## config.mk

```make
export PLATFORM = sky130hd
export DESIGN_NAME = delta_modulation_sample_channel
export DESIGN_NICKNAME = d
export VERILOG_FILES = /design/src/rtl/dmsc_pkg.sv /design/src/rtl/dmsc_step.sv /design/src/rtl/delta_modulation_sample_channel.sv
export SDC_FILE = /design/constraint.sdc
export NUM_CORES = 1
export LEC_CHECK = 0
export BUFFER_PORTS_ARGS = -buffer_cell sky130_fd_sc_hd__buf_2
export CORE_ASPECT_RATIO = 1.4
export CORE_UTILIZATION = 35
export DETAILED_ROUTE_END_ITERATION = 10
export GPL_ROUTABILITY_DRIVEN = 0
export SYNTH_ARGS = -nofsm -noshare
export SYNTH_HDL_FRONTEND = slang
export SYNTH_SLANG_ARGS = --single-unit
```

## constraint.sdc

```tcl
create_clock -name clock -period 5.15 [get_ports clock]
set_input_delay 0.2575 -clock clock [delete_from_list [all_inputs] [get_ports clock]]
set_output_delay 0.2575 -clock clock [all_outputs]
set_load 0.03 [all_outputs]
```

## src/rtl/dmsc_pkg.sv

```systemverilog
// ----------------------------------------------------------------------------
// dmsc_pkg
// Shared types and constants of the delta modulation sample channel.
// ----------------------------------------------------------------------------
package dmsc_pkg;

   // request function codes
   typedef enum logic [1:0] {
      FUNC_TICK  = 2'd0,
      FUNC_START = 2'd1,
      FUNC_STOP  = 2'd2
   } dmsc_func_type;

   // configuration register indexes (byte address = 4 * index)
   typedef enum logic [2:0] {
      REG_PERIOD_RELOAD  = 3'd0,
      REG_LOOP_MODE      = 3'd1,
      REG_IRQ_ENABLE     = 3'd2,
      REG_SAMPLE_ADDRESS = 3'd3,
      REG_SAMPLE_LENGTH  = 3'd4
   } dmsc_reg_type;

   localparam logic [14:0] ADDR_BASE        = 15'h4000;
   localparam logic        DMA_HIGH_BIT     = 1'b1;
   localparam logic [2:0]  FETCH_DELAY_LOAD = 3'd4;
   localparam logic [9:0]  PERIOD_RESET     = 10'd428;

   typedef struct packed {
      logic [9:0] period_reload;
      logic       loop_mode;
      logic       irq_enable;
      logic [7:0] sample_address;
      logic [7:0] sample_length;
   } dmsc_cfg_type;

   typedef struct packed {
      logic [6:0]  dac_level;
      logic [7:0]  shift_byte;
      logic        shift_full;
      logic [2:0]  bit_index;
      logic [7:0]  buffer_byte;
      logic        buffer_full;
      logic [14:0] fetch_address;
      logic [11:0] bytes_left;
      logic [9:0]  period_count;
      logic [2:0]  fetch_delay;
      logic        halt_line;
      logic        addr_driven;
      logic        irq_flag;
   } dmsc_state_type;

   typedef struct packed {
      logic [6:0]  level_out;
      logic        cpu_halt;
      logic        dma_valid;
      logic [15:0] dma_address;
      logic        irq_out;
   } dmsc_result_type;

endpackage

```

## src/rtl/dmsc_step.sv

```systemverilog
// ----------------------------------------------------------------------------
// dmsc_step
// Next-state and result logic for one request of the sample channel.
// ----------------------------------------------------------------------------
module dmsc_step (
   input  dmsc_pkg::dmsc_cfg_type    cfg,
   input  dmsc_pkg::dmsc_state_type  cur,
   input  logic [1:0]                func,
   input  logic [7:0]                mem_data,
   output dmsc_pkg::dmsc_state_type  nxt,
   output dmsc_pkg::dmsc_result_type res
);

   logic [14:0] start_address;
   logic [11:0] start_count;
   logic [7:0]  level_step;
   logic        bit_up;

   assign start_address = dmsc_pkg::ADDR_BASE + {1'b0, cfg.sample_address, 6'b0};
   assign start_count   = {cfg.sample_length, 4'b0} + 12'd1;

   always_comb begin
      nxt        = cur;
      bit_up     = 1'b0;
      level_step = 8'd0;
      case (dmsc_pkg::dmsc_func_type'(func))
         dmsc_pkg::FUNC_TICK: begin
            // DMA delay countdown
            if (cur.fetch_delay != 3'd0) begin
               nxt.fetch_delay = cur.fetch_delay - 3'd1;
               if (nxt.fetch_delay == 3'd1) begin
                  nxt.addr_driven = 1'b1;
               end else if (nxt.fetch_delay == 3'd0) begin
                  nxt.halt_line     = 1'b0;
                  nxt.addr_driven   = 1'b0;
                  nxt.buffer_byte   = mem_data;
                  nxt.buffer_full   = 1'b1;
                  nxt.bytes_left    = cur.bytes_left - 12'd1;
                  nxt.fetch_address = cur.fetch_address + 15'd1;
                  if (nxt.bytes_left == 12'd0) begin
                     if (cfg.loop_mode) begin
                        nxt.fetch_address = start_address;
                        nxt.bytes_left    = start_count;
                     end else if (cfg.irq_enable) begin
                        nxt.irq_flag = 1'b1;
                     end
                  end
               end
            end
            // output timer
            nxt.period_count = cur.period_count - 10'd1;
            if (nxt.period_count == 10'd0) begin
               bit_up     = cur.shift_byte[cur.bit_index];
               level_step = bit_up ? {1'b0, cur.dac_level} + 8'd2
                                   : {1'b0, cur.dac_level} - 8'd2;
               // hold the level where a step would leave 0..127
               if (cur.shift_full && !level_step[7]) begin
                  nxt.dac_level = level_step[6:0];
               end
               nxt.bit_index = cur.bit_index + 3'd1;
               if (nxt.bit_index == 3'd0) begin
                  if (nxt.buffer_full) begin
                     nxt.shift_full  = 1'b1;
                     nxt.shift_byte  = nxt.buffer_byte;
                     nxt.buffer_full = 1'b0;
                  end else begin
                     nxt.shift_full = 1'b0;
                  end
               end
               nxt.period_count = cfg.period_reload;
            end
            // request the next fetch
            if (nxt.bytes_left != 12'd0 && !nxt.buffer_full &&
                nxt.fetch_delay == 3'd0) begin
               nxt.halt_line   = 1'b1;
               nxt.fetch_delay = dmsc_pkg::FETCH_DELAY_LOAD;
            end
         end
         dmsc_pkg::FUNC_START: begin
            if (cur.bytes_left == 12'd0) begin
               nxt.fetch_address = start_address;
               nxt.bytes_left    = start_count;
            end
         end
         dmsc_pkg::FUNC_STOP: begin
            nxt.bytes_left  = 12'd0;
            nxt.fetch_delay = 3'd0;
            nxt.halt_line   = 1'b0;
            nxt.addr_driven = 1'b0;
         end
         default: begin
            nxt = cur;
         end
      endcase
   end

   always_comb begin
      res.level_out   = cur.dac_level;
      res.cpu_halt    = nxt.halt_line;
      res.dma_valid   = nxt.addr_driven;
      res.dma_address = nxt.addr_driven ? {dmsc_pkg::DMA_HIGH_BIT, nxt.fetch_address}
                                        : 16'd0;
      res.irq_out     = nxt.irq_flag;
   end

endmodule

```

## src/rtl/delta_modulation_sample_channel.sv

```systemverilog
// ----------------------------------------------------------------------------
// delta_modulation_sample_channel
// Delta modulation sample channel: DMA fetch sequencing, 7-bit level output.
// ----------------------------------------------------------------------------
// Pipeline: each request passes through the request register, then the
//   result register. Throughput: one request per cycle, set by the
//   single-pass step logic, while the result channel is not stalled.
// Reset (synchronous, active high): clears the channel state but loads the
//   timer, restores register defaults (period reload 428); both stages empty.
// ----------------------------------------------------------------------------
module delta_modulation_sample_channel (
   input  logic        clock,
   input  logic        reset,
   // request channel
   input  logic        req_valid,
   output logic        req_ready,
   input  logic [1:0]  req_func,
   input  logic [7:0]  req_mem_data,
   // result channel
   output logic        rsp_valid,
   input  logic        rsp_ready,
   output logic [6:0]  rsp_level_out,
   output logic        rsp_cpu_halt,
   output logic        rsp_dma_valid,
   output logic [15:0] rsp_dma_address,
   output logic        rsp_irq_out,
   // configuration port
   input  logic        psel,
   input  logic        penable,
   input  logic        pwrite,
   input  logic [4:0]  paddr,
   input  logic [31:0] pwdata,
   output logic [31:0] prdata,
   output logic        pready
);

   // request stage
   logic       in_valid_ff;
   logic [1:0] in_func_ff;
   logic [7:0] in_data_ff;

   // result stage
   logic                      rsp_valid_ff;
   dmsc_pkg::dmsc_result_type rsp_ff;
   dmsc_pkg::dmsc_result_type rsp_in;

   // channel state and configuration
   dmsc_pkg::dmsc_state_type state_ff;
   dmsc_pkg::dmsc_state_type state_in;
   dmsc_pkg::dmsc_state_type state_reset;
   dmsc_pkg::dmsc_cfg_type   cfg_ff;

   logic advance;
   logic cfg_write;

   // Move the held request into the result stage when that stage is free
   // or drains in this cycle; take a new request whenever the request
   // stage empties, so one request can wait behind a stalled result.
   assign advance   = in_valid_ff && (!rsp_valid_ff || rsp_ready);
   assign req_ready = !in_valid_ff || advance;

   always_ff @(posedge clock) begin
      if (reset) begin
         in_valid_ff <= 1'b0;
      end else if (req_ready) begin
         in_valid_ff <= req_valid;
      end
   end

   always_ff @(posedge clock) begin
      if (req_ready && req_valid) begin
         in_func_ff <= req_func;
         in_data_ff <= req_mem_data;
      end
   end

   dmsc_step u_step (
      .cfg      (cfg_ff),
      .cur      (state_ff),
      .func     (in_func_ff),
      .mem_data (in_data_ff),
      .nxt      (state_in),
      .res      (rsp_in)
   );

   // Reset image of the channel state: all clear except the timer.
   always_comb begin
      state_reset              = '0;
      state_reset.period_count = dmsc_pkg::PERIOD_RESET;
   end

   // Commit the step only when its result is captured.
   always_ff @(posedge clock) begin
      if (reset) begin
         state_ff <= state_reset;
      end else if (advance) begin
         state_ff <= state_in;
      end
   end

   always_ff @(posedge clock) begin
      if (reset) begin
         rsp_valid_ff <= 1'b0;
      end else if (advance) begin
         rsp_valid_ff <= 1'b1;
      end else if (rsp_ready) begin
         rsp_valid_ff <= 1'b0;
      end
   end

   always_ff @(posedge clock) begin
      if (advance) begin
         rsp_ff <= rsp_in;
      end
   end

   assign rsp_valid       = rsp_valid_ff;
   assign rsp_level_out   = rsp_ff.level_out;
   assign rsp_cpu_halt    = rsp_ff.cpu_halt;
   assign rsp_dma_valid   = rsp_ff.dma_valid;
   assign rsp_dma_address = rsp_ff.dma_address;
   assign rsp_irq_out     = rsp_ff.irq_out;

   // Configuration: zero-wait APB, write in the access phase. Addresses
   // past the last register are dropped on write and read as zero.
   assign pready    = 1'b1;
   assign cfg_write = psel && penable && pwrite && pready;

   always_ff @(posedge clock) begin
      if (reset) begin
         cfg_ff.period_reload  <= dmsc_pkg::PERIOD_RESET;
         cfg_ff.loop_mode      <= 1'b0;
         cfg_ff.irq_enable     <= 1'b0;
         cfg_ff.sample_address <= 8'd0;
         cfg_ff.sample_length  <= 8'd0;
      end else if (cfg_write) begin
         case (dmsc_pkg::dmsc_reg_type'(paddr[4:2]))
            dmsc_pkg::REG_PERIOD_RELOAD:  cfg_ff.period_reload  <= pwdata[9:0];
            dmsc_pkg::REG_LOOP_MODE:      cfg_ff.loop_mode      <= pwdata[0];
            dmsc_pkg::REG_IRQ_ENABLE:     cfg_ff.irq_enable     <= pwdata[0];
            dmsc_pkg::REG_SAMPLE_ADDRESS: cfg_ff.sample_address <= pwdata[7:0];
            dmsc_pkg::REG_SAMPLE_LENGTH:  cfg_ff.sample_length  <= pwdata[7:0];
            default: begin
            end
         endcase
      end
   end

   always_comb begin
      case (dmsc_pkg::dmsc_reg_type'(paddr[4:2]))
         dmsc_pkg::REG_PERIOD_RELOAD:  prdata = {22'd0, cfg_ff.period_reload};
         dmsc_pkg::REG_LOOP_MODE:      prdata = {31'd0, cfg_ff.loop_mode};
         dmsc_pkg::REG_IRQ_ENABLE:     prdata = {31'd0, cfg_ff.irq_enable};
         dmsc_pkg::REG_SAMPLE_ADDRESS: prdata = {24'd0, cfg_ff.sample_address};
         dmsc_pkg::REG_SAMPLE_LENGTH:  prdata = {24'd0, cfg_ff.sample_length};
         default:                      prdata = 32'd0;
      endcase
   end

endmodule

```

# Word-level counts from Yosys, hierarchy flattened
# Cells that the tools add are included.
# Widths: inputs -> output; s select.
[totals]
wordCells = 117
regBits = 137
[op_classes]
n_addsub = 9
order_cmp = 1
n_eq_ne = 8
n_mux = 33
n_reduce_logical = 38
[ops]
columns = ["op", "n"]
rows = [
  ["$mux 36", 4],
  ["$mux 27", 3],
  ["$pmux 10 s5", 1],
  ["$pmux 12 s3", 1],
  ["$pmux 15 s2", 1],
  ["$logic_not 12->1", 2],
  ["$mux 16", 1],
  ["$add 15x1->15 const B", 1],
  ["$add 15x14->15 const A", 1],
  ["$mux 1", 14],
  ["$reduce_and 2->1", 7],
  ["$add 12x1->12 const B", 1],
  ["$logic_not 3->1", 4],
  ["$mux 6", 2],
  ["$reduce_bool 12->1", 1],
  ["$sub 12x1->12 const B", 1],
  ["$logic_not 10->1", 1],
  ["$mux 10", 1],
  ["$pmux 5 s2", 1],
  ["$sub 10x1->10 const B", 1],
  ["$add 7x2->8 const B", 1],
  ["$mux 8", 1],
  ["$reduce_and 4->1", 2],
  ["$sub 7x2->8 const B", 1],
  ["20 further kinds", 35],
]

# Longest topological paths before layout
# Gate-level depths: netlist of the first run.
[depth]
ltp_word = 16
depth_mapped = 12
depth_no_buf = 10

# Cells and area by module
# Synthesis of the first run repeated with hierarchy kept, for this count alone.
[unflattened]
cells_unflattened = 1023
area_unflattened_um2 = 8508.2
[modules_own_cells]
columns = ["module", "area_each_um2", "seq_area_each_um2", "cells_per_inst", "instances"]
rows = [
  ["delta_modulation_sample_channel", 5413.9, 3103.0, 535, 1],
  ["dmsc_step", 3094.2, 0.0, 488, 1],
]

# Least setup slack after synthesis of the first run
# Ideal clock, no wire load.
[synth_path]
path_type = "reg-to-reg"
from = "reg state_ff[52] in the netlist's numbering"
to = "reg state_ff[70] in the netlist's numbering"
n_path_buf = 1
t_required_ps = 5022
stages_incl_launch_ff = 12
arrival_time_ps = 2953
slack_ps = 2069
setup_ps = 128
period_less_slack_ps = 3081
path_cell_list = "dfxtp_1 mux4_2 mux2i_1 ha_1 a21o_1 a21oi_1 o21ai_0 xnor2_1 and4_1 buf_2 mux2i_1 nor2_1"
[synth_between]
elab_chain_len = 6
[synth_rtl]
columns = ["item", "line_no", "source"]
rows = [
  ["start: declaration", "delta_modulation_sample_channel.sv:48", "dmsc_pkg::dmsc_state_type state_ff;"],
  ["start signal: assignment", "delta_modulation_sample_channel.sv:95", "state_ff <= state_reset;"],
  ["start signal: assignment", "delta_modulation_sample_channel.sv:97", "state_ff <= state_in;"],
  ["$bmux 1 s3 *", "dmsc_step.sv:53", "bit_up = cur.shift_byte[cur.bit_index];"],
  ["$mux 1 (not written as such) *", "dmsc_step.sv:53", ""],
  ["$mux 8 *", "dmsc_step.sv:54", "level_step = bit_up ? {1'b0, cur.dac_level} + 8'd2"],
  ["$logic_not 1->1", "dmsc_step.sv:57", "if (cur.shift_full && !level_step[7]) begin"],
  ["$logic_and 1x1->1", "dmsc_step.sv:57", ""],
  ["$reduce_and 4->1 (no source line)", "-", ""],
]
# Mark *: on every way between the ends. The rest lies on a longest branch, timed or not. The select of a mux whose other input is x is not followed.
# A chain may end at the register's enable or synchronous reset.

# Final worst setup path of the first run
[layout_path]
from = "reg state_ff[52] in the netlist's numbering"
to = "reg state_ff[69] in the netlist's numbering"
# The elaborated chain is that of the path after synthesis.

==> metrics, run 1 <==
run status=finished, final reports clean; Reg clk slew, reported paths=60 ps; H-tree depth reported by CTS=4; worst-case vdd ir drop=0.207 mV; number of max-cap violations=0; number of cells in the finished layout apart from fillers=1,160; maximum fanout along the worst path=7; chain of cells forming the critical path=mux4_2 > mux2i_1 > ha_1 > a21o_1 > a21oi_1 > o21ai_0 > xnor2_1 > and4_1 > mux2i_1 > nor2_1; worst setup slack for register-to-register paths=1470 ps; wire length of the first global-routing pass=28,900 µm; cell types with the largest area share after synthesis=sky130_fd_sc_hd__dfxtp_1, sky130_fd_sc_hd__edfxtp_1, sky130_fd_sc_hd__nor2_1, sky130_fd_sc_hd__nand2_1, sky130_fd_sc_hd__mux2i_1; antenna violations before repair=0; setup repair after global routing missed its margin=no; pin count of the biggest net entering global routing=90; number of buffers created by CTS=17; floorplan die width=125 µm; post-synthesis instance total=846; path type of the worst setup path=reg2reg; Total Routing Usage GR=0.167; critical-path cell with the highest stage delay=sky130_fd_sc_hd__mux2i_1; sum of buffers and inverters on the critical path=0; worst slew pin tran=1080 ps; kind of capture point of the worst setup path=register; required time at the endpoint of the critical path=5420 ps; placed cell count=1,120; latest clock arrival within the worst-skew pair=420 ps; number of top-level design ports=115; worst path setup slack after routing=1470 ps; Detailed Route WL=17,500 µm; via count of the first global-routing pass=5,669; share of cells above drive strength 1=0.155; mean instance size in the synthesized netlist=8.79 µm²; clk_skew=8.09 ps; residual antenna-violating net count after detailed routing=0; initial cell density of the core=0.360; library cell occupying the most area in the post-synthesis netlist=sky130_fd_sc_hd__dfxtp_1; share of the yosys chip area belonging to registers=0.407; primary flip-flop cell chosen by synthesis mapping=sky130_fd_sc_hd__dfxtp_1; share of flip-flops with an asynchronous set or reset after synthesis=0; area share of the largest cell type after synthesis=0.269; CTS tree=built; Crit path largest cell delay=640 ps; Vias=6,071; time the worst path needs with I/O delays and setup=3680 ps; area of the die=21,800 µm²; dominant combinational cell family by area after synthesis=simple AND/OR/NAND/NOR gates; XOR/XNOR share of the synthesized area=0.0318; Yosys Warn Count=0; share of the synthesized area in compound gates (AO/OA/AOI/OAI)=0.183; via density per instance=5.23; Adder-Cell Fraction of Synth Area=0.0364; post-synthesis simple-gate area fraction=0.216; distinct cell type count after synthesis=84; type of the most critical hold path=in2reg; worst-case reg-to-reg path depth=10; mux contribution to synthesized area=0.0493; part of the cycle the worst path needs=0.715; growth of design area from synthesis to finish=12.6%; CTS Buffer Depth=2; global-route congestion overflow total=0; fmax=0.272 GHz; DRC=0; number of hold-slack violations in the final timing report=0; data arrival at the endpoint of the critical path=3950 ps; worst rel slew slack=0.277; r2r endpoint=state_ff[69]; gate family responsible for the most delay along the worst path=multiplexers; Fillers=2,070; ANT cells=0; core outline area=20,600 µm²; clock tree root driver cell=sky130_fd_sc_hd__clkbuf_16; net total in the final layout=966; dominant cell type by count on the critical path=sky130_fd_sc_hd__mux2i_1; Min-Delay Path Depth=1; number of enable flip-flop cells after synthesis=34; setup TNS=0 ps; die height=174 µm; post-synthesis register bit count=134; leak pwr=3.16 nW; DR iter-0 viols=405; number of I/O port buffers=66; setup-violating endpoint count in the final report=0; Wirelength per Cell=15.1 µm; critical path startpoint category=register; final max-slew violation count=0; Power Dens Cells=297 nW/µm²; critical register-to-register path startpoint=state_ff[52]; Detailed Routing Iterations Pass 1=7; hold path start=req_func[0]; post-synthesis instance area=7430 µm²; Num Clock Sinks=134; post-layout util=0.406; worst-case hold path end point=in_func_ff[0]; Post-Place Setup Slack=1500 ps; number of standard-cell rows in the floorplan=62; half-perimeter wire length after placement=12,500 µm
[cells in the final DEF, fill, tap and decap left out, types with 27 or more instances in the layout]
cell type                  synthesis  final
sky130_fd_sc_hd__a21oi_1          56     56
sky130_fd_sc_hd__buf_2            11     66
sky130_fd_sc_hd__dfxtp_1         100    100
sky130_fd_sc_hd__edfxtp_1         34     34
sky130_fd_sc_hd__mux2i_1          31     31
sky130_fd_sc_hd__nand2_1          98     98
sky130_fd_sc_hd__nand3_1          28     28
sky130_fd_sc_hd__nor2_1          101    101
sky130_fd_sc_hd__nor3_1           27     27
sky130_fd_sc_hd__o21ai_0          37     37
[cell families (layout without fill, tap and decap cells)]
kind of cell / after synthesis / after routing
AO/OA/AOI/OAI: 202 / 202
multiplexers: 34 / 34
other: 2 / 24
XOR/XNOR: 27 / 27
buffers and inverters: 97 / 133
adder cells (fa/ha/maj): 21 / 21
flip-flops: 134 / 134
AND/OR/NAND/NOR: 329 / 329
[how the worst max path moves through the flow]
stage               cells past startpoint  slack (ps)         start      endpoint
floorplan                              11        2070  state_ff[52]  state_ff[70]
global placement                       10        1570  state_ff[52]  state_ff[66]
detailed placement                     10        1500  state_ff[52]  state_ff[68]
CTS                                    10        1490  state_ff[52]  state_ff[68]
global route                           10        1220  state_ff[52]  state_ff[69]
finish                                 10        1470  state_ff[52]  state_ff[69]
[final cells by class]
| cell class | instances | area [µm²] | share of cell area |
|---|---|---|---|
| flip-flops and latches | 134 | 3020 | 0.361 |
| clock buffers | 18 | 450 | 0.0538 |
| inverters | 19 | 71.3 | 0.00852 |
| multi-input cells | 637 | 3940 | 0.470 |
| well taps | 256 | 320 | 0.0383 |
| repair buffers | 82 | 470 | 0.0562 |
| clock inverters | 14 | 98.8 | 0.0118 |
[metrics by stage]
| stage | total power [mW] | hold WS, ps | area, µm² |
|---|---|---|---|
| CTS | 2.51 | 0.682 | 8350 |
| global route | 2.58 | 12.2 | 8370 |
| finish | 2.48 | 30.7 | 8370 |
| global placement | 1.38 | 436 | 7740 |
| floorplan | 1.34 | 356 | 7520 |
| detailed placement | 1.38 | 436 | 7740 |
[Yosys cell counts (all sizes together), types with 3 or more instances]
library cell,instances
o211ai,4
nand2,100
buf,43
a22o,7
nor3,28
a211oi,20
xnor2,14
a21oi,56
and3,11
nor4,8
dfxtp,100
a31oi,6
a221oi,3
o31ai,3
a22oi,13
a21o,9
nand2b,4
inv,19
nand3,28
nand4,7
nor2,104
nand3b,4
o21a,5
nor2b,4
or2,4
clkbuf,35
o21ai,42
edfxtp,34
nor3b,5
and4,3
and2,11
a32oi,3
or3,3
o22ai,3
ha,20
xor2,13
a311oi,11
mux2i,31
[layer usage]
layer / vias up / GRT usage / routed length [µm]
met4: 0 / 0.0813 / 535
met5: - / 0 / 0
met3: 33 / 0.0295 / 585
li1: 3072 / - / -
met1: 2813 / 0.191 / 7360
met2: 153 / 0.298 / 9040
[state kept, by name, indices dropped and copies added, names as in the netlist, 2 cells and up]
| name | flops |
|---|---|
| cfg_ff | 28 |
| in_data_ff | 8 |
| in_func_ff | 2 |
| rsp_dma_address | 15 |
| rsp_level_out | 6 |
| state_ff | 70 |
[timing repair]
| action | in CTS | in global routing |
|---|---|---|
| hold buffers | 6 | 2 |
| buffers inserted | 0 | 0 |
| resized for setup | 0 | 0 |
| endpoints found under the setup margin | 0 | 0 |
| hold endpoints to repair | 6 | 2 |
[power by group]
group	internal (mW)	switching (mW)
Combinational	0.0710	0.162
Clock	0.644	0.474
Sequential	1.11	0.0245
Note: power is estimated with default switching activity, not from simulation.
==> run 2, diff against run 1 <==
- clock period: 5.15 -> 3.1 ns (I/O delays scaled with it)
==> metrics, run 2 (synthesis gave the netlist of run 1 again) <==
Crit path largest cell delay=530 ps (was 640 ps); type of the most critical hold path=in2reg (unchanged); number of setup buffers added after CTS=0 (unchanged); global-route congestion overflow total=0 (unchanged); initial cell density of the core=0.360 (unchanged); relative contribution of sequential cells to total power=0.446 (was 0.456); worst-case reg-to-reg path depth=9 (was 10); worst setup slack for register-to-register paths=200 ps (was 1470 ps); latest clock arrival within the worst-skew pair=420 ps (about the same); CTS tree=built (unchanged); run status=finished, final reports clean (unchanged); Reg clk slew, reported paths=60 ps (about the same); Power Dens Cells=487 nW/µm² (was 297 nW/µm²); PnR Total Power=4.22 mW (was 2.48 mW); Psw=1.08 mW (was 660 µW); time the worst path needs with I/O delays and setup=2900 ps (was 3680 ps); Min-Delay Path Depth=3 (was 1); number of I/O port buffers=66 (unchanged); Total Routing Usage GR=0.171 (was 0.167); worst-case hold path end point=cfg_ff[23] (was in_func_ff[0]); path type of the worst setup path=reg2reg (unchanged); DRC=0 (unchanged); critical path startpoint category=register (unchanged); residual antenna-violating net count after detailed routing=0 (unchanged); number of max-cap violations=0 (unchanged); kind of capture point of the worst setup path=register (unchanged); ANT cells=0 (unchanged); number of buffers created by CTS=17 (unchanged); internal power component=3.14 mW (was 1.82 mW); Num Clock Sinks=134 (unchanged); Top reg by flops=state_ff (unchanged); area of the die=21,800 µm² (unchanged); worst rel slew slack=0.331 (was 0.277); die height=174 µm (unchanged); fmax=0.345 GHz (was 0.272 GHz); dominant cell type by count on the critical path=sky130_fd_sc_hd__o41ai_2 (was sky130_fd_sc_hd__mux2i_1); via density per instance=5.16 (was 5.23); Wirelength per Cell=15.1 µm (about the same); CTS Buffer Depth=2 (unchanged); critical register-to-register path startpoint=state_ff[17] (was state_ff[52]); H-tree depth reported by CTS=4 (unchanged); portion of total power attributed to combinational logic=0.099 (was 0.094); core outline area=20,600 µm² (unchanged); worst slew pin tran=1000 ps (was 1080 ps); antenna violations before repair=0 (unchanged); via count of the first global-routing pass=5,877 (was 5,669); worst-case vdd ir drop=0.370 mV (was 0.207 mV); Fillers=2,024 (was 2,070); final max-slew violation count=0 (unchanged); part of the cycle the worst path needs=0.935 (was 0.715); Detailed Routing Iterations Pass 1=7 (unchanged); most common cell after layout, fill and taps aside=sky130_fd_sc_hd__nor2_1 (unchanged); chain of cells forming the critical path=inv_1 > ha_1 > o41ai_2 > nand3_1 > o31a_1 > nand4_1 > o41ai_2 > buf_4 > o31ai_1 (was mux4_2 > mux2i_1 > ha_1 > a21o_1 > a21oi_1 > o21ai_0 > xnor2_1 > and4_1 > mux2i_1 > nor2_1); number of standard-cell rows in the floorplan=62 (unchanged); setup repair after global routing missed its margin=no (unchanged); half-perimeter wire length after placement=12,900 µm (was 12,500 µm); pin count of the biggest net entering global routing=89 (was 90); setup-violating endpoint count in the final report=0 (unchanged); Final Hold Slack=18.1 ps (was 30.7 ps); Vias=6,155 (was 6,071); Detailed Route WL=17,900 µm (was 17,500 µm); number of top-level design ports=115 (unchanged); growth of design area from synthesis to finish=16.5% (was 12.6%); DR iter-0 viols=368 (was 405); switching power as a share of total power=0.255 (was 0.266); data arrival at the endpoint of the critical path=3230 ps (was 3950 ps); commonest cells after routing, fill and taps aside=sky130_fd_sc_hd__nor2_1, sky130_fd_sc_hd__dfxtp_1, sky130_fd_sc_hd__nand2_1 (unchanged); r2r endpoint=state_ff[2] (was state_ff[69]); share of total power in the clock network=0.456 (was 0.450); net total in the final layout=998 (was 966); required time at the endpoint of the critical path=3430 ps (was 5420 ps); gate family responsible for the most delay along the worst path=compound AO/OA/AOI/OAI gates (was multiplexers); leak pwr=3.34 nW (was 3.16 nW); number of hold-slack violations in the final timing report=0 (unchanged); maximum fanout along the worst path=8 (was 7); clk_skew=7.82 ps (was 8.09 ps); critical-path cell with the highest stage delay=sky130_fd_sc_hd__o41ai_2 (was sky130_fd_sc_hd__mux2i_1); sum of buffers and inverters on the critical path=2 (was 0); share of cells above drive strength 1=0.176 (was 0.155); wire length of the first global-routing pass=29,700 µm (was 28,900 µm); flip-flop count of the largest register after layout=70 (unchanged); clock tree root driver cell=sky130_fd_sc_hd__clkbuf_16 (unchanged); setup TNS=0 ps (unchanged); floorplan die width=125 µm (unchanged); hold path start=pwdata[5] (was req_func[0])
## run 2: cell count changes in the layout (fill, tap and decap cells not counted), moves of 2 or more
cell / before / now
sky130_fd_sc_hd__clkinv_4: 3 / 1
sky130_fd_sc_hd__clkbuf_8: 0 / 3
sky130_fd_sc_hd__buf_4: 8 / 31
sky130_fd_sc_hd__dlygate4sd3_1: 8 / 17
## run 2: stage by stage
stage                     worst slack, ps  area, µm²   util  instances
after floorplan                      19.0       7520      -        868
after global placement               53.2       7920  0.384       1143
after detailed placement             32.0       7920  0.384       1143
after CTS                            63.4       8650  0.419       1192
after global routing                 18.0       8660  0.420       1192
final                                 201       8660  0.420       1192
## run 2: worst register-to-register path: cells and delay by family, from the launching register on
| kind | cells | cell delay, ps |
|---|---|---|
| AO/OA/AOI/OAI | 4 | 1230 |
| adder cells (fa/ha/maj) | 1 | 300 |
| buffers and inverters | 2 | 280 |
| flip-flops | 1 | 500 |
| AND/OR/NAND/NOR | 2 | 490 |
## run 2: worst max-delay path by stage
stage                            start            to  slack (ps)  depth (start not counted)
after global routing      state_ff[17]   state_ff[2]          20                          9
after CTS                 state_ff[52]  state_ff[69]          60                         11
after global placement    state_ff[52]  state_ff[69]          50                         11
after floorplan           state_ff[52]  state_ff[70]          20                         11
after detailed placement  state_ff[52]  state_ff[69]          30                         11
final                     state_ff[17]   state_ff[2]         200                          9
## run 2: repair_timing
| item | 4_1_cts | 5_1_grt |
|---|---|---|
| gates resized for setup | 1 | 4 |
| hold endpoints to repair | 17 | 0 |
| endpoints found under the setup margin | 4 | 10 |
| hold buffers | 17 | 0 |
| pin swaps | 0 | 0 |
## run 2: layout make-up
cell class              instances  area [µm²]  area share
clock buffers                  20         467      0.0539
clock inverters                12         100      0.0116
inverters                      19        71.3     0.00823
multi-input cells             637        3950       0.456
flip-flops and latches        134        3020       0.349
well taps                     256         320      0.0370
repair buffers                114         733      0.0846
## run 2: power groups by stage
stage,registers (mW),clock network [mW],logic (mW)
2_1_floorplan,1.94,0,0.284
3_3_place_gp,1.92,0,0.399
3_5_place_dp,1.92,0,0.401
4_1_cts,1.88,1.98,0.418
5_1_grt,1.89,2.06,0.454
6_report,1.88,1.92,0.416
## run 2: metal layers
| layer | vias to the layer above | GRT usage | routed length, µm |
|---|---|---|---|
| li1 | 3139 | - | - |
| met1 | 2848 | 0.195 | 7630 |
| met2 | 129 | 0.306 | 9290 |
| met3 | 39 | 0.0326 | 475 |
| met4 | 0 | 0.0793 | 550 |
| met5 | - | 0 | 0 |
==> run 3, diff against run 2 <==
==> constraint.sdc (replaced) <==
create_clock -name clock -period 3.1 [get_ports clock]
set_input_delay 0.155 -clock clock [delete_from_list [all_inputs] [get_ports clock]]
set_output_delay 0.155 -clock clock [all_outputs]
set_load 0.1 [all_outputs]
==> metrics, run 3 (synthesis gave the netlist of run 1 again) <==
antenna violations before repair=0 (unchanged); share of total power in the clock network=0.440 (was 0.456); setup repair after global routing missed its margin=no (unchanged); flip-flop count of the largest register after layout=70 (unchanged); DRC=0 (unchanged); maximum fanout along the worst path=8 (unchanged); run status=finished, final reports clean (unchanged); gate family responsible for the most delay along the worst path=compound AO/OA/AOI/OAI gates (unchanged); latest clock arrival within the worst-skew pair=430 ps (was 420 ps); Fillers=2,048 (was 2,024); Detailed Routing Iterations Pass 1=7 (unchanged); critical-path cell with the highest stage delay=sky130_fd_sc_hd__o41ai_4 (was sky130_fd_sc_hd__o41ai_2); kind of capture point of the worst setup path=register (unchanged); Top reg by flops=state_ff (unchanged); critical path startpoint category=register (unchanged); via count of the first global-routing pass=5,881 (was 5,877); area of the die=21,800 µm² (unchanged); post-layout util=0.423 (was 0.420); setup TNS=0 ps (unchanged); type of the most critical hold path=in2reg (unchanged); residual antenna-violating net count after detailed routing=0 (unchanged); number of top-level design ports=115 (unchanged); DR iter-0 viols=386 (was 368); clock tree root driver cell=sky130_fd_sc_hd__clkbuf_16 (unchanged); growth of design area from synthesis to finish=17.3% (was 16.5%); total cell area at the placement stage=7920 µm² (about the same); sum of buffers and inverters on the critical path=2 (unchanged); final max-slew violation count=0 (unchanged); commonest cells after routing, fill and taps aside=sky130_fd_sc_hd__nor2_1, sky130_fd_sc_hd__nand2_1, sky130_fd_sc_hd__dfxtp_1 (was sky130_fd_sc_hd__nor2_1, sky130_fd_sc_hd__dfxtp_1, sky130_fd_sc_hd__nand2_1); required time at the endpoint of the critical path=3360 ps (was 3430 ps); worst path setup slack after routing=187 ps (was 201 ps); share of cells above drive strength 1=0.181 (was 0.176); CTS Buffer Depth=2 (unchanged); internal power component=3.15 mW (was 3.14 mW); number of buffers created by CTS=17 (unchanged); via density per instance=5.20 (was 5.16); half-perimeter wire length after placement=12,900 µm (about the same); number of hold-slack violations in the final timing report=0 (unchanged); setup-violating endpoint count in the final report=0 (unchanged); Vias=6,203 (was 6,155); pin count of the biggest net entering global routing=89 (unchanged); switching power as a share of total power=0.293 (was 0.255); PnR Total Power=4.46 mW (was 4.22 mW); portion of total power attributed to combinational logic=0.138 (was 0.099); die height=174 µm (unchanged); clk_skew=9.97 ps (was 7.82 ps); leak pwr=3.34 nW (about the same); Post-Place Setup Slack=23.9 ps (was 32.0 ps); initial cell density of the core=0.360 (unchanged); worst slew pin tran=995 ps (was 1000 ps); number of I/O port buffers=66 (unchanged); Detailed Route WL=18,100 µm (was 17,900 µm); placed cell count=1,144 (was 1,143); worst rel slew slack=0.336 (was 0.331); number of standard-cell rows in the floorplan=62 (unchanged); floorplan die width=125 µm (unchanged); worst-case vdd ir drop=0.357 mV (was 0.370 mV); Crit path largest cell delay=460 ps (was 530 ps); global-route congestion overflow total=0 (unchanged); ANT cells=0 (unchanged); Reg clk slew, reported paths=50 ps (was 60 ps); finished layout cell area=8720 µm² (was 8660 µm²); Num Clock Sinks=134 (unchanged); chain of cells forming the critical path=inv_1 > ha_2 > nor3b_4 > nand2_1 > a2111oi_1 > o31a_1 > nand4_1 > o41ai_4 > buf_4 > a211oi_1 (was inv_1 > ha_1 > o41ai_2 > nand3_1 > o31a_1 > nand4_1 > o41ai_2 > buf_4 > o31ai_1); wire length of the first global-routing pass=29,900 µm (was 29,700 µm); H-tree depth reported by CTS=4 (unchanged); path type of the worst setup path=reg2reg (unchanged); Power Dens Cells=511 nW/µm² (was 487 nW/µm²); Psw=1.30 mW (was 1.08 mW); net total in the final layout=1,000 (was 998); part of the cycle the worst path needs=0.940 (was 0.935); Final Hold Slack=22.7 ps (was 18.1 ps); Total Routing Usage GR=0.173 (was 0.171); relative contribution of sequential cells to total power=0.422 (was 0.446); data arrival at the endpoint of the critical path=3170 ps (was 3230 ps); most common cell after layout, fill and taps aside=sky130_fd_sc_hd__nor2_1 (unchanged); core outline area=20,600 µm² (unchanged); Wirelength per Cell=15.2 µm (was 15.1 µm); CTS tree=built (unchanged); fmax=0.343 GHz (was 0.345 GHz); number of cells in the finished layout apart from fillers=1,194 (was 1,192); number of max-cap violations=0 (unchanged); time the worst path needs with I/O delays and setup=2910 ps (was 2900 ps)
-- run 3: cell types whose count changed in the layout (fill, tap and decap cells not counted), sizes merged --
cell	delta
clkinv	-1
buf	+2
bufinv	-1
clkinvlp	+2
-- run 3: area by class of cell --
cell class	count	area, µm²	area share
clock inverter	12	86.3	0.00990
timing repair buffer	116	752	0.0862
tap	256	320	0.0367
sequential	134	3030	0.347
clock buffer	20	500	0.0574
inverter	19	71.3	0.00818
multi-input combinational	637	3970	0.455
-- run 3: routing by layer --
| metal | GRT usage | part of all wire |
|---|---|---|
| met5 | 0 | 0 |
| met4 | 0.0716 | 0.025 |
| met3 | 0.0329 | 0.029 |
| met2 | 0.315 | 0.52 |
| met1 | 0.195 | 0.42 |
-- run 3: timing repair --
item | CTS | global route
hold endpoints to repair | 17 | 0
endpoints found under the setup margin | 4 | 9
setup buffers | 0 | 1
pin swaps | 0 | 4
cloned | 0 | 0
hold buffers | 17 | 0
resized for setup | 1 | 9
-- run 3: worst paths after layout --
kind	startpoint	end	slack, ps	cells past startpoint
worst min register to register	cfg_ff[27]	cfg_ff[27]	470	2
worst max-delay path	state_ff[17]	state_ff[5]	190	10
worst max register to register	state_ff[17]	state_ff[5]	190	10
worst min-delay path	pwdata[3]	cfg_ff[21]	20	3
-- run 3: worst reg2reg max path, delay by kind of cell (launching register included) --
kind                     cells  cell delay, ps
buffers and inverters        2             300
AO/OA/AOI/OAI                4            1150
flip-flops                   1             400
AND/OR/NAND/NOR              3             650
adder cells (fa/ha/maj)      1             260
-- run 3: power by group through the flow --
stage / logic [mW] / clock network (mW) / registers [mW]
2_1_floorplan: 0.393 / 0 / 2.02
3_3_place_gp: 0.588 / 0 / 1.92
3_5_place_dp: 0.590 / 0 / 1.92
4_1_cts: 0.608 / 2.01 / 1.88
5_1_grt: 0.650 / 2.08 / 1.89
6_report: 0.613 / 1.96 / 1.88
